### config.mk
export PLATFORM = sky130hd
export DESIGN_NAME = dtf_ctrl
export DESIGN_NICKNAME = d
export VERILOG_FILES = /design/src/rtl/dtf_pkg.sv /design/src/rtl/dtf_ctrl.sv
export SDC_FILE = /design/constraint.sdc
export NUM_CORES = 1
export LEC_CHECK = 0
export BUFFER_PORTS_ARGS = -buffer_cell sky130_fd_sc_hd__buf_2
export CAP_MARGIN = 20
export CORE_AREA = 2 2 39 41
export DETAILED_ROUTE_END_ITERATION = 16
export DIE_AREA = 0 0 41 43
export PLACE_DENSITY_LB_ADDON = 0.25
export SETUP_SLACK_MARGIN = 0.05
export SYNTH_ARGS = -nofsm -noshare
export SYNTH_HDL_FRONTEND = slang
export SYNTH_SLANG_ARGS = --single-unit
### constraint.sdc
create_clock -name clk -period 0.9 [get_ports clk]
set_input_delay 0.045 -clock clk [delete_from_list [all_inputs] [get_ports clk]]
set_output_delay 0.045 -clock clk [all_outputs]
set_load 0.02 [all_outputs]
### src/rtl/dtf_pkg.sv
`timescale 1ns / 1ps
`default_nettype none

package dtf_pkg;

    // default sizes of the tile store
    localparam int DTF_MAX_TILE_WORDS = 256;
    localparam int DTF_MAX_KEPT_TILES = 64;

    // fixed field widths
    localparam int TILE_WORDS_W = 9;
    localparam int PIXEL_W      = 64;
    localparam int TILE_NUM_W   = 16;
    localparam int SLOT_OUT_W   = 6;
    localparam int KEPT_OUT_W   = 7;

    typedef enum logic [1:0] {
        ST_IDLE,
        ST_SCAN,
        ST_FINISH
    } dtf_state_t;

    // controller to datapath
    typedef struct packed {
        logic accept;   // input transfer this cycle
        logic scan;     // walk the kept slots
        logic finish;   // close the item, load a verdict if any
        logic cfg_wr;   // tile length write
    } dtf_cmd_t;

    // datapath to controller
    typedef struct packed {
        logic scan_done;    // all kept slots compared
        logic need_result;  // item ends a tile or the strip
        logic out_free;     // output register can take a verdict
    } dtf_status_t;

endpackage

`default_nettype wire

### src/rtl/dtf_ctrl.sv
`timescale 1ns / 1ps
`default_nettype none

module dtf_ctrl (
    input  wire                 clk,
    input  wire                 rst_n,
    input  wire                 in_valid,
    input  wire                 cfg_valid,
    input  dtf_pkg::dtf_status_t status,
    output dtf_pkg::dtf_cmd_t   cmd,
    output logic                in_stall,
    output logic                cfg_ready
);
    import dtf_pkg::*;

    dtf_state_t state_reg;
    dtf_state_t state_next;

    // state register
    always_ff @(posedge clk or negedge rst_n)
    begin
        if (!rst_n)
        begin
            state_reg <= ST_IDLE;
        end
        else
        begin
            state_reg <= state_next;
        end
    end

    // next state
    always_comb
    begin
        state_next = state_reg;
        unique case (state_reg)
            ST_IDLE:
            begin
                if (in_valid)
                begin
                    state_next = ST_SCAN;
                end
            end
            ST_SCAN:
            begin
                if (status.scan_done)
                begin
                    state_next = ST_FINISH;
                end
            end
            ST_FINISH:
            begin
                if (!status.need_result || status.out_free)
                begin
                    state_next = ST_IDLE;
                end
            end
            default:
            begin
                state_next = ST_IDLE;
            end
        endcase
    end

    // outputs
    always_comb
    begin
        cmd       = '0;
        in_stall  = 1'b1;
        cfg_ready = 1'b0;
        unique case (state_reg)
            ST_IDLE:
            begin
                in_stall   = 1'b0;
                cfg_ready  = 1'b1;
                cmd.accept = in_valid;
                cmd.cfg_wr = cfg_valid;
            end
            ST_SCAN:
            begin
                cmd.scan = 1'b1;
            end
            ST_FINISH:
            begin
                cmd.finish = !status.need_result || status.out_free;
            end
            default:
            begin
                cmd = '0;
            end
        endcase
    end

endmodule

`default_nettype wire

==> flow_summary.ini <==
[status]
outcome = finished with violations
violations = negative setup slack

[global_route]
grt_usage = 0.0642
antenna_found_initial = 0
grt_pass1_wl_um = 676
grt_use_met2 = 0.0875
grt-ovfl-total = 0
met3_usage = 0.0314
grt_pass1_vias = 189
grt_max_degree = 6
grt-busiest-layer = met2
met1_usage = 0.0577

[final_layout]
multi_input_area_um2 = 103
syn2layout_area_growth_pct = 167
final_util = 0.253
fill_cells = 158
seq_area_um2 = 52.6
num-nets-final = 44
drive_gt1_frac = 0.778
largest_reg_flops = 2
diodes = 0

[route]
routed_wl_um = 440
via_per_inst = 3.38
wire_per_inst_um = 8.46
drtAntennaViolNets = 0
num_vias = 176
post-route-drc-count = 0
dr.pass1.iters = 2
drt_iter0_drc = 1

[power_and_ir_drop]
max-vdd-ir-drop_mv = 0.977
p_switching_mw = 0.403
swShare = 0.357
power.share.clock = 0.196
internal_power_mw = 0.725
p_total_mw = 1.13
p_leak_nw = 0.177
comb_power_share = 0.653
seq_power_share = 0.151
power.density_nw_per_um2 = 3220

[timing]
hold-worst-slack_ns = 0.0391
fmax_mhz = 917
skew_ns = 0.00727
setup_ws_ns = -0.190
setup_violations = 7
min_period_ns = 1.09
fin_setup_tns_ns = -1.12
hold_viol = 0
slew-limit-headroom = 0.922
finalMaxSlewViolations = 0
min_period_over_period = 1.21
worstMarginPinSlew_ns = 0.117
grt_setup_unrepaired = yes

[logic_synthesis]
synth-edff-count = 0
synth_flop_cell = dfrtp_1
synthesis.nets = 21
synth-seq-area-share = 0.381
synth_top_area_frac = 0.381
synth_most_common_cell = nand2b_1
synth_area_per_cell_um2 = 9.38
synth.cell_area_um2 = 131
synth_common_cells = 4 x nand2b_1, 2 x and2_1, 2 x dfrtp_1
synth_cell_types = 9
ys_warn_count = 0
ys_seq_elements = 2
syn_inst = 14
async_reset_ff_frac = 1.00
yosys.area.top_type = dfrtp_1
synth.area.top_cells = dfrtp_1 38%, nand2b_1 19%, nor2b_4 10%

[die]
io_pins = 13
die_h_um = 43
initial_core_util = 0.0949
core_um2 = 1380
num_rows = 14
die_area_um2 = 1760
die_w_um = 41

[min_path]
hold_path.class = input pin to register

[run]
drv_cap = 0

[setup_path]
path_class = register to primary output
startpoint_type = register
worstPathArrival_ns = 1.05
worstPathMaxFanout = 4
worstPathRequired_ns = 0.85
end_kind = primary output

[clocking]
htreeDepth = 1
cts_buffer_depth = 2
tritoncts = yes
numCtsBuffers = 3
cts.sinks = 2
clk_pin_slew_ns = 0.03
clk_latency_ns = 0.23
clockRootBuffer = clkbuf_4

[placement]
dp_hpwl_um = 298
port_buffers = 12
gp_congestion = 0.588
metrics by stage:
stage | instances | setup slack, ns | area [µm²]
after floorplan | 14 | 0.0352 | 150
after global placement | 42 | -0.0280 | 230
after detailed placement | 42 | -0.0398 | 230
after CTS | 50 | -0.201 | 334
after global routing | 52 | -0.253 | 350
final | 52 | -0.190 | 350
layout make-up:
type                            count  area share
Sequential cell                     2       0.150
Multi-Input combinational cell     11       0.293
Clock buffer                        4      0.0750
Tap cell                           16      0.0571
Timing Repair Buffer               18       0.414
Inverter                            1      0.0107
critical path, stage by stage, from the launching register on:
cell,delay [ns]
dfrtp_2,0.42
nor2_4,0.14
and2_4,0.15
buf_6,0.11
cell families (layout without fill, tap and decap cells):
kind of cell / count (synthesis) / after routing / share of synthesized area
buffers and inverters: 1 / 23 / 0.0285
AOI/OAI and AO/OA: 2 / 2 / 0.105
and+or+nand+nor: 9 / 9 / 0.486
DFF: 2 / 2 / 0.381
placed cells by master, fill, tap and decap left out:
| cell | n |
|---|---|
| nor2b_4 | 2 |
| buf_2 | 6 |
| clkbuf_1 | 1 |
| nand2b_1 | 3 |
| and2_4 | 2 |
| dfrtp_2 | 2 |
| inv_1 | 1 |
| nor2_4 | 1 |
| buf_6 | 6 |
| a21oi_1 | 1 |
| clkbuf_4 | 3 |
| o2bb2ai_1 | 1 |
| nand2b_4 | 1 |
| dlygate4sd3_1 | 1 |
| buf_4 | 5 |
power by group through the flow:
stage               combinational (mW)  clock [mW]  sequential (mW)
finish                           0.736       0.221            0.170
global route                     0.797       0.250            0.175
detailed placement               0.431           0            0.181
global placement                 0.429           0            0.177
CTS                              0.674       0.233            0.170
floorplan                        0.314           0            0.172
layer usage:
metal	up-vias	share of wire
met5	-	0
met4	0	0
met3	0	0.11
met2	13	0.49
met1	75	0.39
li1	88	-
worst paths after layout:
| check | slack (ns) | end | startpoint | depth (start not counted) |
|---|---|---|---|---|
| max in group asynchronous | 0.64 | state_reg[0] | rst_n | 2 |
| min in group asynchronous | 0.14 | state_reg[1] | rst_n | 2 |
| worst max-delay path | -0.19 | cmd[0] | state_reg[0] | 3 |
| worst min register to register | 0.61 | state_reg[0] | state_reg[0] | 2 |
| worst min-delay path | 0.04 | state_reg[1] | status[2] | 2 |
| worst max register to register | -0.12 | state_reg[1] | state_reg[0] | 4 |
repair_timing:
| action | in CTS | in global routing |
|---|---|---|
| pin swaps | 1 | 1 |
| gates resized for setup | 13 | 1 |
| setup endpoints to repair | 7 | 8 |
| hold buffers | 1 | 0 |
| hold endpoints to repair | 2 | 0 |
| buffers inserted | 3 | 2 |
Power figures use the tool's default switching activity.
